**config.mk**
```make
export PLATFORM = sky130hd
export DESIGN_NAME = video_payload_frame_assembler_top
export DESIGN_NICKNAME = d
export VERILOG_FILES = /design/src/hw/rtl/vpfa_pkg.sv /design/src/hw/rtl/video_payload_frame_assembler_top.sv
export SDC_FILE = /design/constraint.sdc
export NUM_CORES = 1
export LEC_CHECK = 0
export BUFFER_PORTS_ARGS = -buffer_cell sky130_fd_sc_hd__clkbuf_2
export CORE_ASPECT_RATIO = 1.25
export CORE_MARGIN = 4
export CORE_UTILIZATION = 63
export CTS_CLUSTER_SIZE = 14
export DETAILED_ROUTE_END_ITERATION = 16
export GPL_TIMING_DRIVEN = 0
export PLACE_DENSITY = 0.86
export SLEW_MARGIN = 10
export SYNTH_ARGS = -nofsm -noshare
export SYNTH_HDL_FRONTEND = slang
export SYNTH_SLANG_ARGS = --single-unit
```
**constraint.sdc**
```tcl
create_clock -name clk -period 6.7 [get_ports clk]
set_input_delay 0.67 -clock clk [delete_from_list [all_inputs] [get_ports clk]]
set_output_delay 0.67 -clock clk [all_outputs]
set_load 0.01 [all_outputs]
```
**src/hw/rtl/vpfa_pkg.sv**
```systemverilog
package vpfa_pkg;

    // frame buffer and field limits
    localparam int unsigned MAX_FRAME_BYTES = 1048576;
    localparam int unsigned FILL_W          = 21;
    localparam int unsigned ADDR_W          = 20;
    localparam int unsigned PLEN_W          = 12;
    localparam int unsigned XFER_W          = 5;
    localparam int unsigned CFG_DATA_W      = 21;
    localparam int unsigned CFG_INDEX_W     = 1;

    localparam logic [FILL_W-1:0] FRAME_CAP_MAX   = FILL_W'(MAX_FRAME_BYTES);
    localparam logic [FILL_W-1:0] FRAME_CAP_RESET = FILL_W'(MAX_FRAME_BYTES);
    localparam logic [XFER_W-1:0] XFER_RESET      = 5'd2;
    localparam logic [XFER_W-1:0] XFER_COUNT_MAX  = 5'd31;
    localparam logic [PLEN_W-1:0] BYTE_INDEX_MAX  = 12'd4095;
    localparam logic [PLEN_W-1:0] MIN_HEADER      = 12'd2;

    // header flag bits
    localparam int unsigned FLAG_ERROR_BIT = 6;
    localparam int unsigned FLAG_EOF_BIT   = 1;

    // configuration register indexes
    typedef enum logic [CFG_INDEX_W-1:0] {
        REG_FRAME_CAPACITY      = 1'b0,
        REG_TRANSFERS_PER_FRAME = 1'b1
    } cfg_reg_t;

    // input item kinds
    localparam logic KIND_PACKET_BYTE = 1'b0;

    typedef struct packed {
        logic              kind;
        logic [7:0]        data_byte;
        logic              packet_first;
        logic              packet_last;
        logic [PLEN_W-1:0] packet_length;
        logic              packet_failed;
        logic              transfer_failed;
    } in_item_t;

    typedef struct packed {
        logic              store_valid;
        logic [ADDR_W-1:0] store_address;
        logic [7:0]        store_byte;
        logic              frame_ready;
        logic [FILL_W-1:0] frame_length;
        logic              resubmit;
    } out_item_t;

endpackage

```
**src/hw/rtl/video_payload_frame_assembler_top.sv**
```systemverilog
// channel  direction  handshake            payload
// in       input      in_valid/in_ready    in_data   (packet byte or end of transfer)
// out      output     out_valid/out_ready  out_data  (store, frame ready, resubmit)
// cfg      input      cfg_we               cfg_index, cfg_data
//
// one transaction per cycle sustained while the output is not stalled; each item passes
// from acceptance through the input register and then the result register.
// the frame state updates when an item moves from the input register to the result
// register, through one 21-bit compare and increment of the fill level.
// reset clears all frame state and loads the default configuration.
// a stalled output holds its result; the input register keeps one more item.
module video_payload_frame_assembler_top (
    input  logic                                 clk,
    input  logic                                 rst_n,
    input  logic                                 in_valid,
    output logic                                 in_ready,
    input  vpfa_pkg::in_item_t                   in_data,
    output logic                                 out_valid,
    input  logic                                 out_ready,
    output vpfa_pkg::out_item_t                  out_data,
    input  logic                                 cfg_we,
    input  logic [vpfa_pkg::CFG_INDEX_W-1:0]     cfg_index,
    input  logic [vpfa_pkg::CFG_DATA_W-1:0]      cfg_data
);
    import vpfa_pkg::*;

    // handshake and pipeline registers
    logic      in_valid_reg;
    in_item_t  in_item_reg;
    logic      out_valid_reg;
    out_item_t out_item_reg;
    out_item_t out_item_next;
    logic      advance;
    logic      stage_fire;

    // configuration
    logic [FILL_W-1:0] capacity_reg;
    logic [XFER_W-1:0] transfers_reg;

    // frame state
    logic [FILL_W-1:0] fill_level_reg,     fill_level_next;
    logic              frame_done_reg,     frame_done_next;
    logic [XFER_W-1:0] done_transfers_reg, done_transfers_next;
    logic [7:0]        header_length_reg,  header_length_next;
    logic [PLEN_W-1:0] byte_index_reg,     byte_index_next;
    logic              packet_skip_reg,    packet_skip_next;
    logic              eof_flag_reg,       eof_flag_next;

    logic [FILL_W-1:0] eff_capacity;
    logic [XFER_W-1:0] done_inc;
    logic [PLEN_W-1:0] index_base;

    // result register moves when empty or taken; input register when it can drain
    assign advance    = !out_valid_reg || out_ready;
    assign in_ready   = !in_valid_reg || advance;
    assign stage_fire = in_valid_reg && advance;
    assign out_valid  = out_valid_reg;
    assign out_data   = out_item_reg;

    assign eff_capacity = (capacity_reg > FRAME_CAP_MAX) ? FRAME_CAP_MAX : capacity_reg;

    // per-item frame logic
    always_comb
    begin
        fill_level_next     = fill_level_reg;
        frame_done_next     = frame_done_reg;
        done_transfers_next = done_transfers_reg;
        header_length_next  = header_length_reg;
        byte_index_next     = byte_index_reg;
        packet_skip_next    = packet_skip_reg;
        eof_flag_next       = eof_flag_reg;
        out_item_next       = '0;
        done_inc            = (done_transfers_reg < XFER_COUNT_MAX) ?
                              done_transfers_reg + 5'd1 : done_transfers_reg;
        index_base          = in_item_reg.packet_first ? '0 : byte_index_reg;

        if (in_item_reg.kind != KIND_PACKET_BYTE)
        begin
            // end of transfer marker
            packet_skip_next = 1'b1;
            byte_index_next  = '0;
            if (!in_item_reg.transfer_failed)
            begin
                if (!frame_done_reg)
                begin
                    out_item_next.resubmit = 1'b1;
                end
                else
                begin
                    frame_done_next     = 1'b0;
                    done_transfers_next = done_inc;
                    if (done_inc >= transfers_reg)
                    begin
                        out_item_next.frame_ready  = 1'b1;
                        out_item_next.frame_length = fill_level_reg;
                        fill_level_next            = '0;
                        done_transfers_next        = '0;
                    end
                end
            end
        end
        else
        begin
            if (in_item_reg.packet_first)
            begin
                // header length byte opens a packet
                header_length_next = in_item_reg.data_byte;
                eof_flag_next      = 1'b0;
                packet_skip_next   = in_item_reg.packet_failed || in_item_reg.transfer_failed
                                     || frame_done_reg
                                     || (in_item_reg.packet_length < MIN_HEADER)
                                     || ({4'd0, in_item_reg.data_byte} < MIN_HEADER)
                                     || ({4'd0, in_item_reg.data_byte}
                                         > in_item_reg.packet_length);
            end
            else if (!packet_skip_reg && (byte_index_reg < in_item_reg.packet_length))
            begin
                if (byte_index_reg == 12'd1)
                begin
                    // flags byte
                    if (in_item_reg.data_byte[FLAG_ERROR_BIT])
                        packet_skip_next = 1'b1;
                    else
                        eof_flag_next = in_item_reg.data_byte[FLAG_EOF_BIT];
                end
                else if (byte_index_reg >= {4'd0, header_length_reg})
                begin
                    // payload byte, stored while it fits
                    if (fill_level_reg < eff_capacity)
                    begin
                        out_item_next.store_valid   = 1'b1;
                        out_item_next.store_address = fill_level_reg[ADDR_W-1:0];
                        out_item_next.store_byte    = in_item_reg.data_byte;
                        fill_level_next             = fill_level_reg + 21'd1;
                    end
                    else
                    begin
                        frame_done_next = 1'b1;
                    end
                end
            end

            // end of packet closes it and checks end of frame
            if (in_item_reg.packet_last)
            begin
                if (!packet_skip_next && eof_flag_next && (fill_level_next != '0))
                    frame_done_next = 1'b1;
                packet_skip_next = 1'b1;
            end

            byte_index_next = (index_base < BYTE_INDEX_MAX) ? index_base + 12'd1 : index_base;
        end
    end

    // handshake control
    always_ff @(posedge clk or negedge rst_n)
    begin
        if (!rst_n)
        begin
            in_valid_reg  <= 1'b0;
            out_valid_reg <= 1'b0;
        end
        else
        begin
            if (in_ready)
                in_valid_reg <= in_valid;
            if (advance)
                out_valid_reg <= in_valid_reg;
        end
    end

    // payload registers
    always_ff @(posedge clk)
    begin
        if (in_ready && in_valid)
            in_item_reg <= in_data;
        if (stage_fire)
            out_item_reg <= out_item_next;
    end

    // configuration registers
    always_ff @(posedge clk or negedge rst_n)
    begin
        if (!rst_n)
        begin
            capacity_reg  <= FRAME_CAP_RESET;
            transfers_reg <= XFER_RESET;
        end
        else if (cfg_we)
        begin
            case (cfg_index)
                REG_FRAME_CAPACITY:      capacity_reg  <= cfg_data;
                REG_TRANSFERS_PER_FRAME: transfers_reg <= cfg_data[XFER_W-1:0];
                default:                 ;
            endcase
        end
    end

    // frame state
    always_ff @(posedge clk or negedge rst_n)
    begin
        if (!rst_n)
        begin
            fill_level_reg     <= '0;
            frame_done_reg     <= 1'b0;
            done_transfers_reg <= '0;
            header_length_reg  <= '0;
            byte_index_reg     <= '0;
            packet_skip_reg    <= 1'b0;
            eof_flag_reg       <= 1'b0;
        end
        else if (stage_fire)
        begin
            fill_level_reg     <= fill_level_next;
            frame_done_reg     <= frame_done_next;
            done_transfers_reg <= done_transfers_next;
            header_length_reg  <= header_length_next;
            byte_index_reg     <= byte_index_next;
            packet_skip_reg    <= packet_skip_next;
            eof_flag_reg       <= eof_flag_next;
        end
    end

endmodule

```
==> results of run 1 <==
-- cell type report --
class | count | area (um^2) | share of cell area
repair buffers | 107 | 575.6 | 0.06079
plain buffers | 34 | 146.4 | 0.01546
multi-input cells | 534 | 3616 | 0.3819
well taps | 168 | 210.2 | 0.02220
inverters | 32 | 120.1 | 0.01269
flip-flops and latches | 154 | 4242 | 0.4480
clock inverters | 11 | 97.59 | 0.01031
clock buffers | 21 | 460.4 | 0.04863
-- routing by layer --
metal / part of all wire / wire length [um] / vias up / track usage
met2: 0.52 / 10690 / 286 / 0.4990
met1: 0.37 / 7480 / 3101 / 0.3338
met4: 0.053 / 1077 / 0 / 0.1705
met3: 0.060 / 1222 / 88 / 0.05022
li1: - / - / 3021 / -
met5: 0 / 0 / - / 0
-- per-stage QoR --
step	hold slack, ns	std cells	total power (uW)
final	0.1800	1061	2293
after global routing	0.2010	1061	2377
after CTS	0.1882	1061	2291
after detailed placement	0.4764	1029	1397
after global placement	0.4660	1027	1373
after floorplan	0.3744	754	1288
-- cell usage after synthesis (all sizes together), types with 12 or more instances --
library cell,n,area share
nand4,18,0.014
nor2,33,0.016
and3,12,0.0092
dfrtp,75,0.23
nor4,13,0.010
ha,55,0.085
and2,51,0.039
nor3,13,0.0094
o21ai,60,0.037
nand2,74,0.034
clkbuf,28,0.013
inv,31,0.014
edfxtp,77,0.28
nand3,27,0.017
mux2,37,0.051
a21oi,27,0.017
-- power by group through the flow --
stage | logic [uW] | registers [uW] | clock network (uW)
detailed placement | 265 | 1130 | 0
global route | 302 | 1120 | 954
finish | 270 | 1110 | 908
CTS | 270 | 1110 | 907
floorplan | 160 | 1130 | 0
global placement | 242 | 1130 | 0
-- kinds of logic (layout without fill, tap and decap cells) --
group / Yosys count / in the layout
compound gates: 158 / 158
xor+xnor: 5 / 5
fa+ha+maj: 55 / 55
buf+inv: 66 / 205
flops: 154 / 154
mux: 38 / 38
simple gates: 278 / 278
-- final timing paths --
path / slack, ns / from / endpoint
worst min-delay path: 0.18 / rst_n / fill_level_reg[10]
worst max register to register: 2.33 / capacity_reg[12] / fill_level_reg[9]
worst min register to register: 0.50 / eof_flag_reg / eof_flag_reg
worst max-delay path: 2.33 / capacity_reg[12] / fill_level_reg[9]
min in group clk: 0.40 / in_data[13] / in_item_reg[13]
max in group asynchronous: 5.86 / rst_n / transfers_reg[1]
-- worst reg2reg max path, cell delays in order, from the launching register on --
cell and delay, ns:
dfrtp_1 0.41, nor4_1 0.36, nand3_1 0.12, o21ai_1 0.37
nand2_1 0.11, ha_1 0.30, a21oi_1 0.17, o22ai_1 0.11
o2111ai_1 0.20, nand4_1 0.21, nor3_1 0.64, buf_2 0.35
buf_1 0.40, a31oi_1 0.17, o21ai_0 0.22, o21ai_0 0.12
==> metrics.md, run 1 <==
| Metric | Value |
|---|---|
| Post-synth EDFFs | `77` |
| Least-Margin Pin Slew | `1.038 ns` |
| Die area | `14790 um^2` |
| Die Wd | `109.6 um` |
| Global placement routability congestion | `0.9311` |
| Post-synthesis adder-cell area fraction | `0.08472` |
| Largest family of logic cells by synthesized area | `simple AND/OR/NAND/NOR gates` |
| Final Slew Violations | `0` |
| Int Pwr | `1711 uW` |
| Switching Fraction | `0.2538` |
| Initial antenna violation count | `0` |
| RSZ-0062 raised after global routing | `false` |
| Async SR Flop Fraction | `0.5000` |
| Chip height | `135.0 um` |
| Synth Cell Area | `8123 um^2` |
| Setup crit end kind | `register` |
| DRC | `0` |
| CP Launch Type | `register` |
| Class of the most critical setup path | `register to register` |
| Fin. Hold Viols | `0` |
| Hold Crit Class | `input pin to async pin` |
| Finished Cell Area | `9468 um^2` |
| CTS tree | `yes` |
| Core area | `12660 um^2` |
| Sequential Power Share | `0.486` |
| WP data arrival | `4.67 ns` |
| Clock network fraction of total power | `0.396` |
| Setup WS post-layout | `2.334 ns` |
| Period utilization | `0.6516` |
| Pre-Repair DR Iteration Count | `7` |
| Most frequent cells in the layout | `105 x clkbuf_2, 77 x edfxtp_1, 75 x dfrtp_1` |
| Setup bufs post-CTS | `0` |
| CP bufs+invs | `2` |
| Starting Density | `0.6415` |
| Max clock buf depth | `2` |
| CP max stage cell | `nor3_1` |
| Post-synthesis compound-gate area fraction | `0.1217` |
| Total gr overflow | `0` |
| Overall Global Routing Usage | `0.2896` |
| DR iter-0 viols | `364` |
| Pleak | `0.004168 uW` |
| Total number of vias | `6496` |
| Flip-flop and latch count after synthesis | `154` |
| Largest net degree at the start of global routing | `57` |
| Outcome | `completed` |
| Synth Flop Type | `edfxtp_1` |
| Critical Path RT | `7.01 ns` |
| Fin Clk Skew | `0.008679 ns` |
| Antenna diode instance count | `0` |
| CTS Hold Buffers Added | `0` |
| First-pass GRT wire length | `32.46 mm` |
| Filler Cells Inserted | `843` |
| Sequential element share of the synthesized area | `0.5222` |
| Net switching power | `581.8 uW` |
| Synthesized net count | `861` |
| Fin Setup TNS | `0 ns` |
| Rel. slew slack | `0.3077` |
| Max Fclk | `229.1 MHz` |
| Area of placed instances | `8910 um^2` |
| Final Setup Violations | `0` |
| Sink Count | `154` |
| Multiplexer area fraction after synthesis | `0.05253` |
| Most common cell after layout, fill and taps aside | `clkbuf_2` |
| Synth Area in XOR/XNOR | `0.005391` |
| Comb pwr share | `0.118` |
| Vias in the first global route | `6635` |
| Syn avg cell area | `10.77 um^2` |
| Worst R2R Path Depth | `15` |
| Io pins | `106` |
| Delay-heaviest family, CP | `simple AND/OR/NAND/NOR gates` |
| Post-layout net count | `987` |
| Final wirelength | `20.47 mm` |
| Place WS | `2.518 ns` |
| Slowest stage delay, CP | `0.64 ns` |
| CTS buffer count | `17` |
| Core Util, Final | `0.7477` |
| Routed vias/inst | `6.123` |
| Yosys warning count | `0` |
| Root buffer cell | `clkbuf_16` |
| Synth cell types | `62` |
| Number of gates resized after cts | `0` |
| Per-cell routed wire length | `19.29 um` |
| Cell count after synthesis | `754` |
| Worst-path maximum fanout | `10` |
| Hpwl dp | `14.86 mm` |
| P&R area growth vs syn | `16.56%` |
| Most used cell, CP | `o21ai_0` |
| Register clock-pin slew on the reported worst setup and hold paths | `0.06 ns` |
| Max reg flops | `52` |
| Num rows | `46` |
| H-tree Lvls | `4` |
| Crit path depth | `15` |
| Post-synthesis simple-gate area fraction | `0.1808` |
| Max Cap Viol | `0` |
| Count of buffers from port buffering | `105` |
| Final min period | `4.366 ns` |
| Worst skew pair latency | `0.44 ns` |
| Post-route ant nets | `0` |
| Share of cells above drive strength 1 | `0.2150` |
| PwrDens | `242.1 nW/um^2` |
| IR drop worst, VDD | `0.0001904 V` |
| Ordered cell list for the critical path | `nor4_1 -> nand3_1 -> o21ai_1 -> nand2_1 -> ha_1 -> a21oi_1 -> o22ai_1 -> o2111ai_1 -> nand4_1 -> nor3_1 -> buf_2 -> buf_1 -> a31oi_1 -> o21ai_0 -> o21ai_0` |
Note: power is estimated with default switching activity, not from simulation.
==> run 2, diff against run 1 <==
Settings changed: ABC_AREA set to 1, CORE_UTILIZATION 63 to 58, PLACE_DENSITY 0.86 to 0.8.
Clock period 6.7 ns to 4.2 ns, I/O delays scaled along.
==> run 2 against run 1 <==
Effect of this change: synthesized cell count up 21%; combinational power rose to 5.8 times the previous value; clock power up 78%; largest cell class unchanged; maximum frequency up 15%; critical path depth up 8; clock-buffer cell count down 3; largest power group unchanged.
==> metrics.md, run 2 <==
| Metric | Value |
|---|---|
| Routed vias/inst | `5.439 (was 6.123)` |
| Worst skew pair latency | `0.42 ns (was 0.44 ns)` |
| Final Setup Violations | `0 (unchanged)` |
| Class of the most critical setup path | `register to register (unchanged)` |
| Ordered cell list for the critical path | `nor2_1 -> nand2_1 -> nor2_1 -> nand3_1 -> nand2_2 -> clkbuf_1 -> nand2_1 -> ha_1 -> a21oi_1 -> o21ai_1 -> a21oi_1 -> nand2_1 -> nor2_4 -> nand4_4 -> buf_6 -> o21ai_1 -> nand2_1 -> nor2_1 -> nand2_1 -> nor2_1 -> nand3_1 -> nand2_1 -> a21oi_2 (was nor4_1 -> nand3_1 -> o21ai_1 -> nand2_1 -> ha_1 -> a21oi_1 -> o22ai_1 -> o2111ai_1 -> nand4_1 -> nor3_1 -> buf_2 -> buf_1 -> a31oi_1 -> o21ai_0 -> o21ai_0)` |
| PwrDens | `550.7 nW/um^2 (was 242.1 nW/um^2)` |
| Most common cell after layout, fill and taps aside | `nand2_1 (was clkbuf_2)` |
| Max clock buf depth | `2 (unchanged)` |
| Post-synth EDFFs | `77 (unchanged)` |
| Fin. Hold Viols | `0 (unchanged)` |
| Hpwl dp | `13.98 mm (was 14.86 mm)` |
| Root buffer cell | `clkbuf_16 (unchanged)` |
| Synthesized net count | `1023 (was 861)` |
| CP Launch Type | `register (unchanged)` |
| First-pass GRT wire length | `31.28 mm (was 32.46 mm)` |
| RSZ-0062 raised after global routing | `false (unchanged)` |
| Total number of vias | `6690 (was 6496)` |
| Least-Margin Pin Slew | `0.8510 ns (was 1.038 ns)` |
| Max reg flops | `52 (unchanged)` |
| Total gr overflow | `0 (unchanged)` |
| Sink Count | `154 (unchanged)` |
| Initial antenna violation count | `0 (unchanged)` |
| Count of buffers from port buffering | `105 (unchanged)` |
| P&R area growth vs syn | `17.11% (was 16.56%)` |
| Worst-path maximum fanout | `10 (unchanged)` |
| Final wirelength | `19.11 mm (was 20.47 mm)` |
| Delay-heaviest family, CP | `simple AND/OR/NAND/NOR gates (unchanged)` |
| Hold Crit Class | `input pin to register (was input pin to async pin)` |
| Outcome | `completed (unchanged)` |
| Number of gates resized after cts | `0 (unchanged)` |
| Final Instance Count excl. Fillers | `1230 (was 1061)` |
| Share of cells above drive strength 1 | `0.1877 (was 0.2150)` |
| Critical Path RT | `4.51 ns (was 7.01 ns)` |
| Largest net degree at the start of global routing | `62 (was 57)` |
| Syn avg cell area | `9.011 um^2 (was 10.77 um^2)` |
| Num rows | `48 (was 46)` |
| Die area | `16220 um^2 (was 14790 um^2)` |
| Core area | `13870 um^2 (was 12660 um^2)` |
| Crit path depth | `23 (was 15)` |
| Post-route ant nets | `0 (unchanged)` |
| Worst R2R Path Depth | `23 (was 15)` |
| Period utilization | `0.9013 (was 0.6516)` |
| Pre-Repair DR Iteration Count | `5 (was 7)` |
| Synth cell types | `46 (was 62)` |
| Slowest stage delay, CP | `0.40 ns (was 0.64 ns)` |
| Register clock-pin slew on the reported worst setup and hold paths | `0.06 ns (about the same)` |
| Final Slew Violations | `0 (unchanged)` |
| CTS tree | `yes (unchanged)` |
| Fin Clk Skew | `0.008362 ns (was 0.008679 ns)` |
| Overall Global Routing Usage | `0.2443 (was 0.2896)` |
| H-tree Lvls | `4 (unchanged)` |
| Most used cell, CP | `nand2_1 (was o21ai_0)` |
| Most common cell in the netlist | `nand2_1 (was edfxtp_1)` |
| Global placement routability congestion | `0.9152 (was 0.9311)` |
| Place WS | `0.5629 ns (was 2.518 ns)` |
| CP max stage cell | `dfrtp_1 (was nor3_1)` |
| Die Wd | `114.7 um (was 109.6 um)` |
| DRC | `0 (unchanged)` |
| Yosys warning count | `0 (unchanged)` |
| Starting Density | `0.5950 (was 0.6415)` |
| CP bufs+invs | `2 (unchanged)` |
| Max Cap Viol | `0 (unchanged)` |
| Async SR Flop Fraction | `0.5000 (unchanged)` |
| Flip-flop and latch count after synthesis | `154 (unchanged)` |
| Final min period | `3.785 ns (was 4.366 ns)` |
| Sequential element share of the synthesized area | `0.5139 (was 0.5222)` |
| DP Cell Count | `1197 (was 1029)` |
| DR iter-0 viols | `393 (was 364)` |
| IR drop worst, VDD | `0.0002892 V (was 0.0001904 V)` |
| Leading cell types by count after synthesis | `181 x nand2_1, 143 x nor2_1, 114 x inv_1 (was 77 x edfxtp_1, 75 x dfrtp_1, 74 x nand2_1)` |
| Synth Cell Area | `8254 um^2 (was 8123 um^2)` |
| Most frequent cells in the layout | `181 x nand2_1, 143 x nor2_1, 114 x inv_1 (was 105 x clkbuf_2, 77 x edfxtp_1, 75 x dfrtp_1)` |
| WP data arrival | `4.09 ns (was 4.67 ns)` |
| Io pins | `106 (unchanged)` |
| Pleak | `0.004423 uW (was 0.004168 uW)` |
| Largest cells by area after synthesis | `edfxtp_1 28%, dfrtp_1 23%, ha_1 8.3%, nand2_1 8.2%, nor2_1 6.5% (was edfxtp_1 28%, dfrtp_1 23%, ha_1 8.5%, mux2_2 5.1%, and2_1 3.9%)` |
| Hold Path Stages | `1` |
| Post-layout net count | `1149 (was 987)` |
| Fin Setup TNS | `0 ns (unchanged)` |
| Setup crit end kind | `register (unchanged)` |
| Synth Flop Type | `edfxtp_1 (unchanged)` |
| Yosys top cell by area | `edfxtp_1 (unchanged)` |
| Chip height | `141.4 um (was 135.0 um)` |
| Cell count after synthesis | `916 (was 754)` |
| Max Fclk | `264.2 MHz (was 229.1 MHz)` |
| Top cell type's share of synthesized area | `0.2801 (was 0.2847)` |
| Overall Power | `5323 uW (was 2293 uW)` |
| CTS buffer count | `17 (unchanged)` |
| Antenna diode instance count | `0 (unchanged)` |
| Rel. slew slack | `0.4320 (was 0.3077)` |
| Setup WS post-layout | `0.4147 ns (was 2.334 ns)` |
| Per-cell routed wire length | `15.54 um (was 19.29 um)` |
| Vias in the first global route | `6712 (was 6635)` |
[run 2: report_power, final]
part | total [uW] | switching (uW) | internal, uW
clock network | 1620 | 656 | 966
logic | 1560 | 1020 | 539
registers | 2140 | 263 | 1880
total | 5320 | 1940 | 3380
[run 2: final cells by class]
cell class / instances / area (um^2)
Sequential cell: 154 / 4242
Clock buffer: 18 / 439.2
Timing Repair Buffer: 107 / 565.5
Fill cell: 1036 / 4207
Buffer: 18 / 97.59
Clock inverter: 14 / 185.2
Multi-Input combinational cell: 620 / 3453
Tap cell: 175 / 219.0
Inverter: 124 / 465.4
[run 2: per-stage QoR]
step	instance area, um^2	utilization	hold slack [ns]
after CTS	9667	0.6968	0.1595
after global routing	9667	0.6968	0.1596
final	9667	0.6968	0.1688
after detailed placement	9032	0.6511	0.3861
after floorplan	8254	-	0.1244
after global placement	8999	0.6486	0.4701
[run 2: worst paths after layout]
kind / end / slack (ns) / startpoint
min reg2reg: header_length_reg[4] / 0.49 / header_length_reg[4]
max in group asynchronous: header_length_reg[7] / 3.12 / rst_n
max reg2reg: frame_done_reg / 0.41 / capacity_reg[4]
max: frame_done_reg / 0.41 / capacity_reg[4]
min in group asynchronous: transfers_reg[4] / 0.48 / rst_n
min: in_item_reg[2] / 0.17 / in_data[2]
[run 2: kinds of logic after synthesis]
kind of cell,Yosys count,share of synthesized area
AO/OA/AOI/OAI,120,0.08125
XOR/XNOR,12,0.01273
adder cells (fa/ha/maj),55,0.08337
buffers and inverters,142,0.06776
flip-flops,154,0.5139
multiplexers,14,0.01910
AND/OR/NAND/NOR,419,0.2219
[run 2: timing repair]
action | in CTS | in global routing
setup buffers | 0 | 0
endpoints found under the hold margin | 21 | 0
hold buffers | 1 | 0
[run 2: metal layers]
layer,GRT usage,routed length [um],part of all wire,vias to the layer above
met5,0,0,0,-
met1,0.2682,6995,0.37,3096
met4,0.1236,807,0.042,0
met2,0.4440,10230,0.54,244
met3,0.04693,1078,0.056,56
li1,-,-,-,3294
